==> src/hdl/finite_difference_first_derivative_assert.svh <==
// assertion macros for the finite difference derivative block
// expects clk_i and rst_ni in the scope of the module that uses them
`ifndef FINITE_DIFFERENCE_FIRST_DERIVATIVE_ASSERT_SVH
`define FINITE_DIFFERENCE_FIRST_DERIVATIVE_ASSERT_SVH

// same-cycle implication
`define FDFD_ASSERT_IMPL(lbl, ante, cons, msg) \
  lbl: assert property (@(posedge clk_i) disable iff (!rst_ni) (ante) |-> (cons)) \
    else $error(msg);

// next-cycle implication
`define FDFD_ASSERT_NEXT(lbl, ante, cons, msg) \
  lbl: assert property (@(posedge clk_i) disable iff (!rst_ni) (ante) |=> (cons)) \
    else $error(msg);

`endif

==> src/hdl/fdfd_pkg.sv <==
// shared constants, types and stencil table of the finite difference derivative
// no dependencies
package fdfd_pkg;

  localparam int unsigned SAMPLE_WIDTH = 32;
  localparam int unsigned FRAC_BITS    = 16;
  localparam int unsigned IDX_W        = 16;
  localparam int unsigned ST_W         = 2;
  localparam int unsigned COEF_W       = 7;
  localparam int unsigned ACC_W        = SAMPLE_WIDTH + COEF_W;
  localparam int unsigned MAG_W        = ACC_W - 1;
  localparam int unsigned DVD_W        = MAG_W + FRAC_BITS + 2;
  localparam int unsigned DVS_W        = MAG_W + 1;
  localparam int unsigned DIV_CNT_W    = $clog2(SAMPLE_WIDTH);
  localparam int unsigned WIN_DEPTH    = 5;
  localparam int unsigned WIN_SEL_W    = $clog2(WIN_DEPTH);
  localparam int unsigned NUM_STEPS    = 4;
  localparam int unsigned MAC_STEPS    = 6;
  localparam int unsigned STEP_W       = $clog2(MAC_STEPS);
  localparam int unsigned JOB_N        = 5;

  typedef enum logic [ST_W-1:0] {
    ST_OK    = 2'd0,
    ST_SAT   = 2'd1,
    ST_ZERO  = 2'd2,
    ST_SHORT = 2'd3
  } status_e;

  typedef enum logic [2:0] {
    JOB_START = 3'd0,
    JOB_TWOA  = 3'd1,
    JOB_MID   = 3'd2,
    JOB_TWOB  = 3'd3,
    JOB_END   = 3'd4
  } job_e;

  typedef struct packed {
    logic                        use_x;
    logic [WIN_SEL_W-1:0]        sel;
    logic signed [COEF_W-1:0]    coef;
  } term_t;

  typedef struct packed {
    logic                        done;
    status_e                     status;
    logic [SAMPLE_WIDTH-1:0]     value;
  } div_rsp_t;

  function automatic term_t mk_term(logic use_x, int unsigned sel, int coef);
    term_t t;
    t.use_x = use_x;
    t.sel   = WIN_SEL_W'(sel);
    t.coef  = COEF_W'(coef);
    return t;
  endfunction

  // numerator terms in steps 0..3, spacing terms in steps 4 and 5
  function automatic term_t term_of(job_e job, logic [STEP_W-1:0] step);
    term_t t;
    t = '0;
    unique case (job)
      JOB_START: begin
        unique case (step)
          0: t = mk_term(1'b0, 1, -48);
          1: t = mk_term(1'b0, 2, 59);
          2: t = mk_term(1'b0, 3, -8);
          3: t = mk_term(1'b0, 4, -3);
          4: t = mk_term(1'b1, 2, 34);
          default: t = mk_term(1'b1, 1, -34);
        endcase
      end
      JOB_TWOA: begin
        unique case (step)
          0: t = mk_term(1'b0, 1, -1);
          1: t = mk_term(1'b0, 3, 1);
          2, 3: t = mk_term(1'b0, 0, 0);
          4: t = mk_term(1'b1, 2, 2);
          default: t = mk_term(1'b1, 1, -2);
        endcase
      end
      JOB_MID: begin
        unique case (step)
          0: t = mk_term(1'b0, 0, 1);
          1: t = mk_term(1'b0, 1, -8);
          2: t = mk_term(1'b0, 3, 8);
          3: t = mk_term(1'b0, 4, -1);
          4: t = mk_term(1'b1, 4, 3);
          default: t = mk_term(1'b1, 0, -3);
        endcase
      end
      JOB_TWOB: begin
        unique case (step)
          0: t = mk_term(1'b0, 2, -1);
          1: t = mk_term(1'b0, 4, 1);
          2, 3: t = mk_term(1'b0, 0, 0);
          4: t = mk_term(1'b1, 4, 2);
          default: t = mk_term(1'b1, 3, -2);
        endcase
      end
      JOB_END: begin
        unique case (step)
          0: t = mk_term(1'b0, 1, 3);
          1: t = mk_term(1'b0, 2, 8);
          2: t = mk_term(1'b0, 3, -59);
          3: t = mk_term(1'b0, 4, 48);
          4: t = mk_term(1'b1, 4, 34);
          default: t = mk_term(1'b1, 3, -34);
        endcase
      end
      default: t = '0;
    endcase
    return t;
  endfunction

endpackage

==> src/hdl/fdfd_if.sv <==
// sample and result channel interfaces of the finite difference derivative
// depends on fdfd_pkg
interface fdfd_smp_if;
  import fdfd_pkg::*;
  logic                           valid;
  logic                           ready;
  logic signed [SAMPLE_WIDTH-1:0] f_value;
  logic signed [SAMPLE_WIDTH-1:0] x_value;
  logic                           last;
  modport source (output valid, f_value, x_value, last, input ready);
  modport sink (input valid, f_value, x_value, last, output ready);
endinterface

interface fdfd_res_if;
  import fdfd_pkg::*;
  logic                           valid;
  logic                           ready;
  logic signed [SAMPLE_WIDTH-1:0] derivative;
  logic [IDX_W-1:0]               sample_index;
  logic [ST_W-1:0]                status;
  logic                           end_of_series;
  modport source (output valid, derivative, sample_index, status, end_of_series,
                  input ready);
  modport sink (input valid, derivative, sample_index, status, end_of_series,
                output ready);
endinterface

==> src/hdl/fdfd_div.sv <==
// rounded fixed point quotient num / den, one quotient bit per cycle, with saturation
// depends on fdfd_pkg
module fdfd_div (
  input  logic                              clk_i,
  input  logic                              rst_ni,
  input  logic                              start_i,
  input  logic signed [fdfd_pkg::ACC_W-1:0] num_i,
  input  logic signed [fdfd_pkg::ACC_W-1:0] den_i,
  output fdfd_pkg::div_rsp_t                rsp_o
);
  import fdfd_pkg::*;

  localparam logic [2:0] D_IDLE  = 3'd0;
  localparam logic [2:0] D_ABS   = 3'd1;
  localparam logic [2:0] D_FORM  = 3'd2;
  localparam logic [2:0] D_CHECK = 3'd3;
  localparam logic [2:0] D_RUN   = 3'd4;
  localparam logic [2:0] D_FIN   = 3'd5;

  logic [2:0]                     state_q, state_d;
  logic signed [ACC_W-1:0]        num_q, num_d, den_q, den_d;
  logic signed [ACC_W-1:0]        num_abs, den_abs;
  logic [MAG_W-1:0]               an_q, an_d, ad_q, ad_d;
  logic                           neg_q, neg_d;
  logic [DVD_W-1:0]               dvd_q, dvd_d, hi;
  logic [DVS_W-1:0]               dvs_q, dvs_d, rem_q, rem_d;
  logic [SAMPLE_WIDTH-1:0]        lo_q, lo_d, quo_q, quo_d;
  logic [DIV_CNT_W-1:0]           cnt_q, cnt_d;
  status_e                        st_q, st_d;
  logic [DVS_W:0]                 trial, diff;
  logic                           ge;
  logic [SAMPLE_WIDTH-1:0]        lim_pos, lim_neg;
  logic                           over;

  assign num_abs = num_q[ACC_W-1] ? -num_q : num_q;
  assign den_abs = den_q[ACC_W-1] ? -den_q : den_q;
  assign hi      = dvd_q >> SAMPLE_WIDTH;
  assign trial   = {rem_q, lo_q[SAMPLE_WIDTH-1]};
  assign diff    = trial - {1'b0, dvs_q};
  assign ge      = trial >= {1'b0, dvs_q};
  assign lim_pos = {1'b0, {(SAMPLE_WIDTH-1){1'b1}}};
  assign lim_neg = {1'b1, {(SAMPLE_WIDTH-1){1'b0}}};
  assign over    = neg_q ? (quo_q > lim_neg) : (quo_q > lim_pos);

  always_comb begin
    state_d = state_q;
    num_d   = num_q;
    den_d   = den_q;
    an_d    = an_q;
    ad_d    = ad_q;
    neg_d   = neg_q;
    dvd_d   = dvd_q;
    dvs_d   = dvs_q;
    rem_d   = rem_q;
    lo_d    = lo_q;
    quo_d   = quo_q;
    cnt_d   = cnt_q;
    st_d    = st_q;
    unique case (state_q)
      D_IDLE: begin
        if (start_i) begin
          num_d   = num_i;
          den_d   = den_i;
          state_d = D_ABS;
        end
      end
      D_ABS: begin
        an_d    = num_abs[MAG_W-1:0];
        ad_d    = den_abs[MAG_W-1:0];
        neg_d   = num_q[ACC_W-1] ^ den_q[ACC_W-1];
        state_d = D_FORM;
      end
      D_FORM: begin
        dvd_d   = DVD_W'({an_q, {(FRAC_BITS+1){1'b0}}}) + DVD_W'(ad_q);
        dvs_d   = {ad_q, 1'b0};
        state_d = D_CHECK;
      end
      D_CHECK: begin
        if (dvs_q == '0) begin
          st_d    = ST_ZERO;
          state_d = D_FIN;
        end else if (hi >= DVD_W'(dvs_q)) begin
          st_d    = ST_SAT;
          state_d = D_FIN;
        end else begin
          st_d    = ST_OK;
          rem_d   = hi[DVS_W-1:0];
          lo_d    = dvd_q[SAMPLE_WIDTH-1:0];
          cnt_d   = DIV_CNT_W'(SAMPLE_WIDTH - 1);
          state_d = D_RUN;
        end
      end
      D_RUN: begin
        rem_d = ge ? diff[DVS_W-1:0] : trial[DVS_W-1:0];
        lo_d  = lo_q << 1;
        quo_d = {quo_q[SAMPLE_WIDTH-2:0], ge};
        cnt_d = cnt_q - 1'b1;
        if (cnt_q == '0) begin
          state_d = D_FIN;
        end
      end
      D_FIN: begin
        state_d = D_IDLE;
      end
      default: state_d = D_IDLE;
    endcase
  end

  always_ff @(posedge clk_i or negedge rst_ni) begin
    if (!rst_ni) begin
      state_q <= D_IDLE;
    end else begin
      state_q <= state_d;
    end
  end

  always_ff @(posedge clk_i) begin
    num_q <= num_d;
    den_q <= den_d;
    an_q  <= an_d;
    ad_q  <= ad_d;
    neg_q <= neg_d;
    dvd_q <= dvd_d;
    dvs_q <= dvs_d;
    rem_q <= rem_d;
    lo_q  <= lo_d;
    quo_q <= quo_d;
    cnt_q <= cnt_d;
    st_q  <= st_d;
  end

  always_comb begin
    rsp_o.done   = (state_q == D_FIN);
    rsp_o.status = ST_OK;
    rsp_o.value  = '0;
    unique case (st_q)
      ST_ZERO: begin
        rsp_o.status = ST_ZERO;
      end
      ST_SAT: begin
        rsp_o.status = ST_SAT;
        rsp_o.value  = neg_q ? lim_neg : lim_pos;
      end
      default: begin
        if (over) begin
          rsp_o.status = ST_SAT;
          rsp_o.value  = neg_q ? lim_neg : lim_pos;
        end else begin
          rsp_o.value  = neg_q ? (SAMPLE_WIDTH'(0) - quo_q) : quo_q;
        end
      end
    endcase
  end

endmodule

==> src/hdl/finite_difference_first_derivative.sv <==
// fourth order (second order next to the ends) finite difference first derivative over a stream of (f, x) samples
// depends on fdfd_pkg, fdfd_if, fdfd_div and finite_difference_first_derivative_assert.svh
// one result runs 6 multiply-accumulate steps, a divider launch, the divider and a load
// a new sample is taken only once every result of the last one is loaded and the window is moved on
// the restoring divider (one quotient bit a cycle) sets the rate; zero spacing or saturation ends it early
// rst_ni clears the sample window, the count and all handshake state asynchronously
`include "finite_difference_first_derivative_assert.svh"

module finite_difference_first_derivative (
  input  logic        clk_i,
  input  logic        rst_ni,
  fdfd_smp_if.sink    smp_i,
  fdfd_res_if.source  res_o
);
  import fdfd_pkg::*;

  localparam logic [2:0] T_IDLE   = 3'd0;
  localparam logic [2:0] T_MAC    = 3'd1;
  localparam logic [2:0] T_LAUNCH = 3'd2;
  localparam logic [2:0] T_DIVW   = 3'd3;
  localparam logic [2:0] T_EMIT   = 3'd4;
  localparam logic [2:0] T_SHORT  = 3'd5;
  localparam logic [2:0] T_WRAP   = 3'd6;

  logic [2:0]                     state_q, state_d;
  logic signed [SAMPLE_WIDTH-1:0] fw_q [WIN_DEPTH];
  logic signed [SAMPLE_WIDTH-1:0] fw_d [WIN_DEPTH];
  logic signed [SAMPLE_WIDTH-1:0] xw_q [WIN_DEPTH];
  logic signed [SAMPLE_WIDTH-1:0] xw_d [WIN_DEPTH];
  logic [IDX_W-1:0]               cnt_q, cnt_d;
  logic                           last_q, last_d;
  logic [JOB_N-1:0]               mask_q, mask_d, start_mask, rest_mask, job_bit;
  job_e                           job_q, job_d;
  logic [STEP_W-1:0]              step_q, step_d;
  logic signed [ACC_W-1:0]        num_q, num_d, den_q, den_d, prod;
  logic signed [SAMPLE_WIDTH-1:0] res_val_q, res_val_d;
  status_e                        res_st_q, res_st_d;
  term_t                          term;
  logic signed [COEF_W-1:0]       coef;
  logic signed [SAMPLE_WIDTH-1:0] opnd;
  logic [IDX_W-1:0]               job_idx;
  logic                           div_start;
  div_rsp_t                       div_rsp;

  logic                           out_valid_q;
  logic signed [SAMPLE_WIDTH-1:0] out_val_q;
  logic [IDX_W-1:0]               out_idx_q;
  status_e                        out_st_q;
  logic                           out_eos_q;
  logic                           out_free, out_load;
  logic signed [SAMPLE_WIDTH-1:0] load_val;
  logic [IDX_W-1:0]               load_idx;
  status_e                        load_st;
  logic                           load_eos;

  function automatic job_e first_job(logic [JOB_N-1:0] m);
    priority if (m[JOB_START]) return JOB_START;
    else if (m[JOB_TWOA]) return JOB_TWOA;
    else if (m[JOB_MID]) return JOB_MID;
    else if (m[JOB_TWOB]) return JOB_TWOB;
    else return JOB_END;
  endfunction

  fdfd_div u_div (
    .clk_i   (clk_i),
    .rst_ni  (rst_ni),
    .start_i (div_start),
    .num_i   (num_q),
    .den_i   (den_q),
    .rsp_o   (div_rsp)
  );

  // shared multiply-accumulate operand and coefficient
  assign term = term_of(job_q, step_q);
  assign coef = term.coef;
  assign opnd = term.use_x ? xw_q[term.sel] : fw_q[term.sel];
  assign prod = opnd * coef;

  always_comb begin
    start_mask            = '0;
    start_mask[JOB_START] = (cnt_q == IDX_W'(3));
    start_mask[JOB_TWOA]  = (cnt_q == IDX_W'(3));
    start_mask[JOB_MID]   = (cnt_q >= IDX_W'(4));
    start_mask[JOB_TWOB]  = smp_i.last;
    start_mask[JOB_END]   = smp_i.last;
  end

  assign job_bit   = JOB_N'(1) << job_q;
  assign rest_mask = mask_q & ~job_bit;

  always_comb begin
    unique case (job_q)
      JOB_START: job_idx = '0;
      JOB_TWOA:  job_idx = IDX_W'(1);
      JOB_MID:   job_idx = cnt_q - IDX_W'(2);
      JOB_TWOB:  job_idx = cnt_q - IDX_W'(1);
      default:   job_idx = cnt_q;
    endcase
  end

  assign out_free = !out_valid_q || res_o.ready;

  always_comb begin
    state_d   = state_q;
    fw_d      = fw_q;
    xw_d      = xw_q;
    cnt_d     = cnt_q;
    last_d    = last_q;
    mask_d    = mask_q;
    job_d     = job_q;
    step_d    = step_q;
    num_d     = num_q;
    den_d     = den_q;
    res_val_d = res_val_q;
    res_st_d  = res_st_q;
    div_start = 1'b0;
    out_load  = 1'b0;
    load_val  = '0;
    load_idx  = job_idx;
    load_st   = res_st_q;
    load_eos  = 1'b0;
    unique case (state_q)
      T_IDLE: begin
        if (smp_i.valid) begin
          fw_d[WIN_DEPTH-1] = smp_i.f_value;
          xw_d[WIN_DEPTH-1] = smp_i.x_value;
          last_d = smp_i.last;
          mask_d = start_mask;
          job_d  = first_job(start_mask);
          step_d = '0;
          num_d  = '0;
          den_d  = '0;
          if (smp_i.last && (cnt_q < IDX_W'(3))) begin
            state_d = T_SHORT;
          end else if (start_mask != '0) begin
            state_d = T_MAC;
          end else begin
            state_d = T_WRAP;
          end
        end
      end
      T_MAC: begin
        if (step_q < STEP_W'(NUM_STEPS)) begin
          num_d = num_q + prod;
        end else begin
          den_d = den_q + prod;
        end
        step_d = step_q + 1'b1;
        if (step_q == STEP_W'(MAC_STEPS - 1)) begin
          state_d = T_LAUNCH;
        end
      end
      T_LAUNCH: begin
        div_start = 1'b1;
        state_d   = T_DIVW;
      end
      T_DIVW: begin
        if (div_rsp.done) begin
          res_val_d = div_rsp.value;
          res_st_d  = div_rsp.status;
          state_d   = T_EMIT;
        end
      end
      T_EMIT: begin
        if (out_free) begin
          out_load = 1'b1;
          load_val = res_val_q;
          load_eos = (job_q == JOB_END);
          mask_d   = rest_mask;
          if (rest_mask != '0) begin
            job_d   = first_job(rest_mask);
            step_d  = '0;
            num_d   = '0;
            den_d   = '0;
            state_d = T_MAC;
          end else begin
            state_d = T_WRAP;
          end
        end
      end
      T_SHORT: begin
        if (out_free) begin
          out_load = 1'b1;
          load_idx = cnt_q;
          load_st  = ST_SHORT;
          load_eos = 1'b1;
          state_d  = T_WRAP;
        end
      end
      T_WRAP: begin
        if (last_q) begin
          fw_d  = '{default: '0};
          xw_d  = '{default: '0};
          cnt_d = '0;
        end else begin
          for (int i = 0; i < WIN_DEPTH - 1; i++) begin
            fw_d[i] = fw_q[i+1];
            xw_d[i] = xw_q[i+1];
          end
          if (cnt_q != '1) begin
            cnt_d = cnt_q + 1'b1;
          end
        end
        state_d = T_IDLE;
      end
      default: state_d = T_IDLE;
    endcase
  end

  always_ff @(posedge clk_i or negedge rst_ni) begin
    if (!rst_ni) begin
      state_q     <= T_IDLE;
      fw_q        <= '{default: '0};
      xw_q        <= '{default: '0};
      cnt_q       <= '0;
      last_q      <= 1'b0;
      mask_q      <= '0;
      job_q       <= JOB_START;
      step_q      <= '0;
      out_valid_q <= 1'b0;
    end else begin
      state_q <= state_d;
      fw_q    <= fw_d;
      xw_q    <= xw_d;
      cnt_q   <= cnt_d;
      last_q  <= last_d;
      mask_q  <= mask_d;
      job_q   <= job_d;
      step_q  <= step_d;
      if (out_load) begin
        out_valid_q <= 1'b1;
      end else if (res_o.ready) begin
        out_valid_q <= 1'b0;
      end
    end
  end

  always_ff @(posedge clk_i) begin
    num_q     <= num_d;
    den_q     <= den_d;
    res_val_q <= res_val_d;
    res_st_q  <= res_st_d;
    if (out_load) begin
      out_val_q <= load_val;
      out_idx_q <= load_idx;
      out_st_q  <= load_st;
      out_eos_q <= load_eos;
    end
  end

  assign smp_i.ready         = (state_q == T_IDLE);
  assign res_o.valid         = out_valid_q;
  assign res_o.derivative    = out_val_q;
  assign res_o.sample_index  = out_idx_q;
  assign res_o.status        = out_st_q;
  assign res_o.end_of_series = out_eos_q;

  `FDFD_ASSERT_IMPL(a_div_done_in_wait, div_rsp.done, state_q == T_DIVW, "divider done outside wait")
  `FDFD_ASSERT_IMPL(a_job_pending, state_q == T_MAC || state_q == T_LAUNCH || state_q == T_DIVW, mask_q[job_q], "working on a job that is not pending")
  `FDFD_ASSERT_NEXT(a_end_job_last, state_q == T_EMIT && out_free && job_q == JOB_END, state_q == T_WRAP && mask_q == '0, "jobs left after end of series")
  `FDFD_ASSERT_IMPL(a_short_early, state_q == T_SHORT, last_q && cnt_q < IDX_W'(3), "short series error on a long series")

endmodule
==> src/flat_wrapper.sv <==
// flat-port wrapper written by rule: the top's interface ports become plain ports
module finite_difference_first_derivative_flat import fdfd_pkg::*;
  (clk_i, rst_ni, smp_i_valid, smp_i_f_value, smp_i_x_value, smp_i_last, smp_i_ready, res_o_valid, res_o_derivative, res_o_sample_index, res_o_status, res_o_end_of_series, res_o_ready);
  fdfd_smp_if smp_i_i ();
  fdfd_res_if res_o_i ();
  input  logic clk_i;
  input  logic rst_ni;
  input wire logic [$bits(smp_i_i.valid)-1:0] smp_i_valid;
  input wire logic [$bits(smp_i_i.f_value)-1:0] smp_i_f_value;
  input wire logic [$bits(smp_i_i.x_value)-1:0] smp_i_x_value;
  input wire logic [$bits(smp_i_i.last)-1:0] smp_i_last;
  output wire logic [$bits(smp_i_i.ready)-1:0] smp_i_ready;
  output wire logic [$bits(res_o_i.valid)-1:0] res_o_valid;
  output wire logic [$bits(res_o_i.derivative)-1:0] res_o_derivative;
  output wire logic [$bits(res_o_i.sample_index)-1:0] res_o_sample_index;
  output wire logic [$bits(res_o_i.status)-1:0] res_o_status;
  output wire logic [$bits(res_o_i.end_of_series)-1:0] res_o_end_of_series;
  input wire logic [$bits(res_o_i.ready)-1:0] res_o_ready;
  assign smp_i_i.valid = smp_i_valid;
  assign smp_i_i.f_value = smp_i_f_value;
  assign smp_i_i.x_value = smp_i_x_value;
  assign smp_i_i.last = smp_i_last;
  assign smp_i_ready = smp_i_i.ready;
  assign res_o_valid = res_o_i.valid;
  assign res_o_derivative = res_o_i.derivative;
  assign res_o_sample_index = res_o_i.sample_index;
  assign res_o_status = res_o_i.status;
  assign res_o_end_of_series = res_o_i.end_of_series;
  assign res_o_i.ready = res_o_ready;
  finite_difference_first_derivative u_core (.clk_i(clk_i), .rst_ni(rst_ni), .smp_i(smp_i_i), .res_o(res_o_i));
endmodule
==> config.mk <==
export PLATFORM = sky130hd
export DESIGN_NAME = finite_difference_first_derivative_flat
export DESIGN_NICKNAME = d
export VERILOG_FILES = /design/src/hdl/fdfd_pkg.sv /design/src/hdl/fdfd_if.sv /design/src/hdl/fdfd_div.sv /design/src/hdl/finite_difference_first_derivative.sv /design/src/flat_wrapper.sv
export VERILOG_INCLUDE_DIRS = /design/src /design/src/hdl
export SDC_FILE = /design/constraint.sdc
export NUM_CORES = 2
export LEC_CHECK = 0
export BUFFER_PORTS_ARGS = -buffer_cell sky130_fd_sc_hd__buf_4
export CAP_MARGIN = 20
export CORE_ASPECT_RATIO = 1.4
export CORE_UTILIZATION = 55
export DETAILED_ROUTE_END_ITERATION = 8
export PLACE_DENSITY = 0.76
export SETUP_SLACK_MARGIN = 0.2
export SLEW_MARGIN = 5
export SYNTH_ARGS = -nofsm -noshare
export SYNTH_HDL_FRONTEND = slang
export SYNTH_SLANG_ARGS = --single-unit
==> constraint.sdc <==
create_clock -name clk_i -period 16.9 [get_ports clk_i]
set_input_delay 2.535 -clock clk_i [delete_from_list [all_inputs] [get_ports clk_i]]
set_output_delay 2.535 -clock clk_i [all_outputs]
set_load 0.05 [all_outputs]
==> flow_summary.toml <==
[timing]
worst_pin_slew_ps = 1174
max_slew_margin = 0.2172
slew_viol_final = 0
fin_skew_ps = 35.56
period_share = 0.7246
setup_tns_ps = 0
hold_viol = 0
max_freq_mhz = 81.66
finalSetupViolCount = 0
rsz0062_at_grt = "no"
fin_crit_ps = 12250

[yosys]
syn_inst = 5522
netlist_area_um2 = 53190
avgSynthCellArea_um2 = 9.633
ys_types = 87
synth_edf_count = 505
ys_seq_area_frac = 0.4521
async_flop_share = 0.4128
ys_seq_elements = 860
ys_warn_count = 0
yosys_most_used_dff = "edfxtp_1"
synth_nets = 6024

[drt]
drc = 0
finalWirelength_um = 119200
avgViaCountPerCell = 5.796
wl_per_cell_um = 17.56
antenna_left = 0
drt_iter0_drc = 3327
drtPass1Iterations = 8
num_vias = 39360

[grt]
grt_max_degree = 279
grt_pass1_vias = 38760
grt-ovfl-total = 0
antenna_found_initial = 2
grt_pass1_wl_um = 196100
grt.total_usage = 0.2462

[setup_path]
startpoint_type = "flip-flop"
critical_path_cell_count = 39
cp-end-kind = "flip-flop"
cp_top_family = "compound AO/OA/AOI/OAI gates"
rrSetupSlack_ps = 4650
required_ps = 17340
rr_worst_depth = 39
cpMostUsedCell = "a21oi_1"
cp_slowest_stage_delay_ps = 880
cp.arrival_ps = 12690
reg2reg_from = "u_core.step_q[2]"
critPathBufInv = 4
critPathKind = "flip-flop to flip-flop"
worstPathMaxFanout = 82
cpMaxStageDelayCell = "dfrtp_1"
r2r-end = "u_core.den_q[38]"

[die]
dieArea_um2 = 97980
io_pins = 122
num_rows = 134
die_w_um = 264.8
coreArea_um2 = 95570
die_height_um = 370.0
initial_core_util = 0.5566

[layout]
layout.cells.non_filler = 6790
layout.nets = 5996
final_common_cell = "nand2_1"
nFillCells = 7941
layout-drive-gt1-share = 0.06470
area_growth_syn_to_layout_pct = 9.169
most-common-layout-cells = "1079 x nand2_1, 505 x edfxtp_1, 355 x dfrtp_1"

[placement]
gp_congestion = 0.9489
dp_hpwl_um = 85250
port_buffers = 121
dp_cells = 6629

[hold_path]
min_to = "u_core.u_div.dvd_q[12]"
hold_depth = 0
holdCritStartpoint = "u_core.u_div.ad_q[12]"
hp-class = "flip-flop to flip-flop"

[clock_network]
post_cts_buffers = 0
clkSinkCount = 860
cts_resized = 0
cts_tree = "built"
path_clk_slew_ps = 60
clockBufferDepth = 3
cts_buffers = 86
cts.root.buffer_cell = "clkbuf_16"
htree_levels = 3
insertion_delay_ps = 710
holdBufCountCts = 0

[flow_run]
drv_cap = 0

[run_status]
status = "complete, no violations"
worst register-to-register path: cells and delay by family (launching register included):
family | cells | cell delay, ps
flops | 1 | 880
xor+xnor | 2 | 270
buf+inv | 4 | 1120
fa+ha+maj | 7 | 3030
simple gates | 7 | 1210
compound gates | 19 | 5500
worst max path at each step:
| stage | startpoint | to | slack, ps |
|---|---|---|---|
| 2_1_floorplan | u_core.step_q[1] | u_core.den_q[38] | 7430 |
| 3_3_place_gp | u_core.step_q[2] | u_core.den_q[38] | 5140 |
| 3_5_place_dp | u_core.step_q[2] | u_core.den_q[38] | 4850 |
| 4_1_cts | u_core.step_q[2] | u_core.den_q[38] | 4830 |
| 5_1_grt | u_core.step_q[2] | u_core.den_q[38] | 3850 |
| 6_report | u_core.step_q[2] | u_core.den_q[38] | 4650 |
synthesized netlist by cell type, drive strengths merged (30+ instances only):
cell / n / area (um2)
nand2: 1081 / 4060
edfxtp: 505 / 15160
o21ai: 495 / 2485
dfrtp: 355 / 8884
inv: 311 / 1167
nor2: 292 / 1096
ha: 264 / 3303
clkbuf: 261 / 979.7
and2: 236 / 1476
a21oi: 201 / 1006
xnor2: 170 / 1489
fa: 169 / 3383
a21o: 121 / 908.4
xor2: 102 / 893.4
a211oi: 90 / 675.7
nand3: 79 / 395.4
a31oi: 71 / 444.2
a22o: 68 / 595.6
nor3: 65 / 325.3
o31ai: 39 / 312.8
nand2b: 38 / 237.7
a311oi: 35 / 306.5
mux2i: 33 / 330.3
or3: 32 / 210.2
o21a: 31 / 232.7
nand4: 30 / 187.7
area by class of cell:
class	count	area [um2]	area share
clock buffer	109	2384	0.04105
antenna	2	5.005	0.00008618
tap	1224	1531	0.02637
multi-input combinational	4069	27050	0.4658
sequential	860	24050	0.4141
clock inverter	49	584.3	0.01006
timing repair buffer	164	1289	0.02219
inverter	313	1182	0.02036
through the flow:
stage               worst slack (ps)    util  instance area, um2  hold slack (ps)
floorplan                       7430       -               53190            400.3
global route                    3853  0.6076               58070            422.4
detailed placement              4850  0.5765               55090            405.2
global placement                5138  0.5765               55090            402.1
CTS                             4827  0.6075               58060            418.8
finish                          4655  0.6076               58070            417.3
per-layer routing:
| layer | GRT usage | routed length, um | share of wire | up-vias |
|---|---|---|---|---|
| met1 | 0.2930 | 48280 | 0.40 | 19020 |
| li1 | - | - | - | 19200 |
| met5 | 0 | 0 | 0 | - |
| met3 | 0.02798 | 4263 | 0.036 | 252 |
| met4 | 0.1179 | 5265 | 0.044 | 0 |
| met2 | 0.4423 | 61430 | 0.52 | 875 |
registers in the layout (all words and copies together), names as in the netlist, 32 cells and up:
name and cells:
u_core.num_q 39, u_core.res_o.derivative 32, u_core.u_div.quo_q 32, u_core.u_div.dvd_q 56, u_core.res_val_q 32, u_core.u_div.an_q 38, u_core.den_q 39, u_core.xw_q 160
u_core.u_div.num_q 39, u_core.u_div.ad_q 38, u_core.u_div.lo_q 32, u_core.fw_q 160, u_core.u_div.den_q 39, u_core.u_div.rem_q 39
cell families after synthesis:
family	Yosys count	share of synthesized area
xor+xnor	274	0.04563
mux	36	0.006845
simple gates	2024	0.1737
fa+ha+maj	433	0.1257
buf+inv	593	0.04194
flops	860	0.4521
compound gates	1302	0.1541
Power is not shown: default switching activity piles up to over one toggle a cycle in this logic, so the estimate is an artifact.
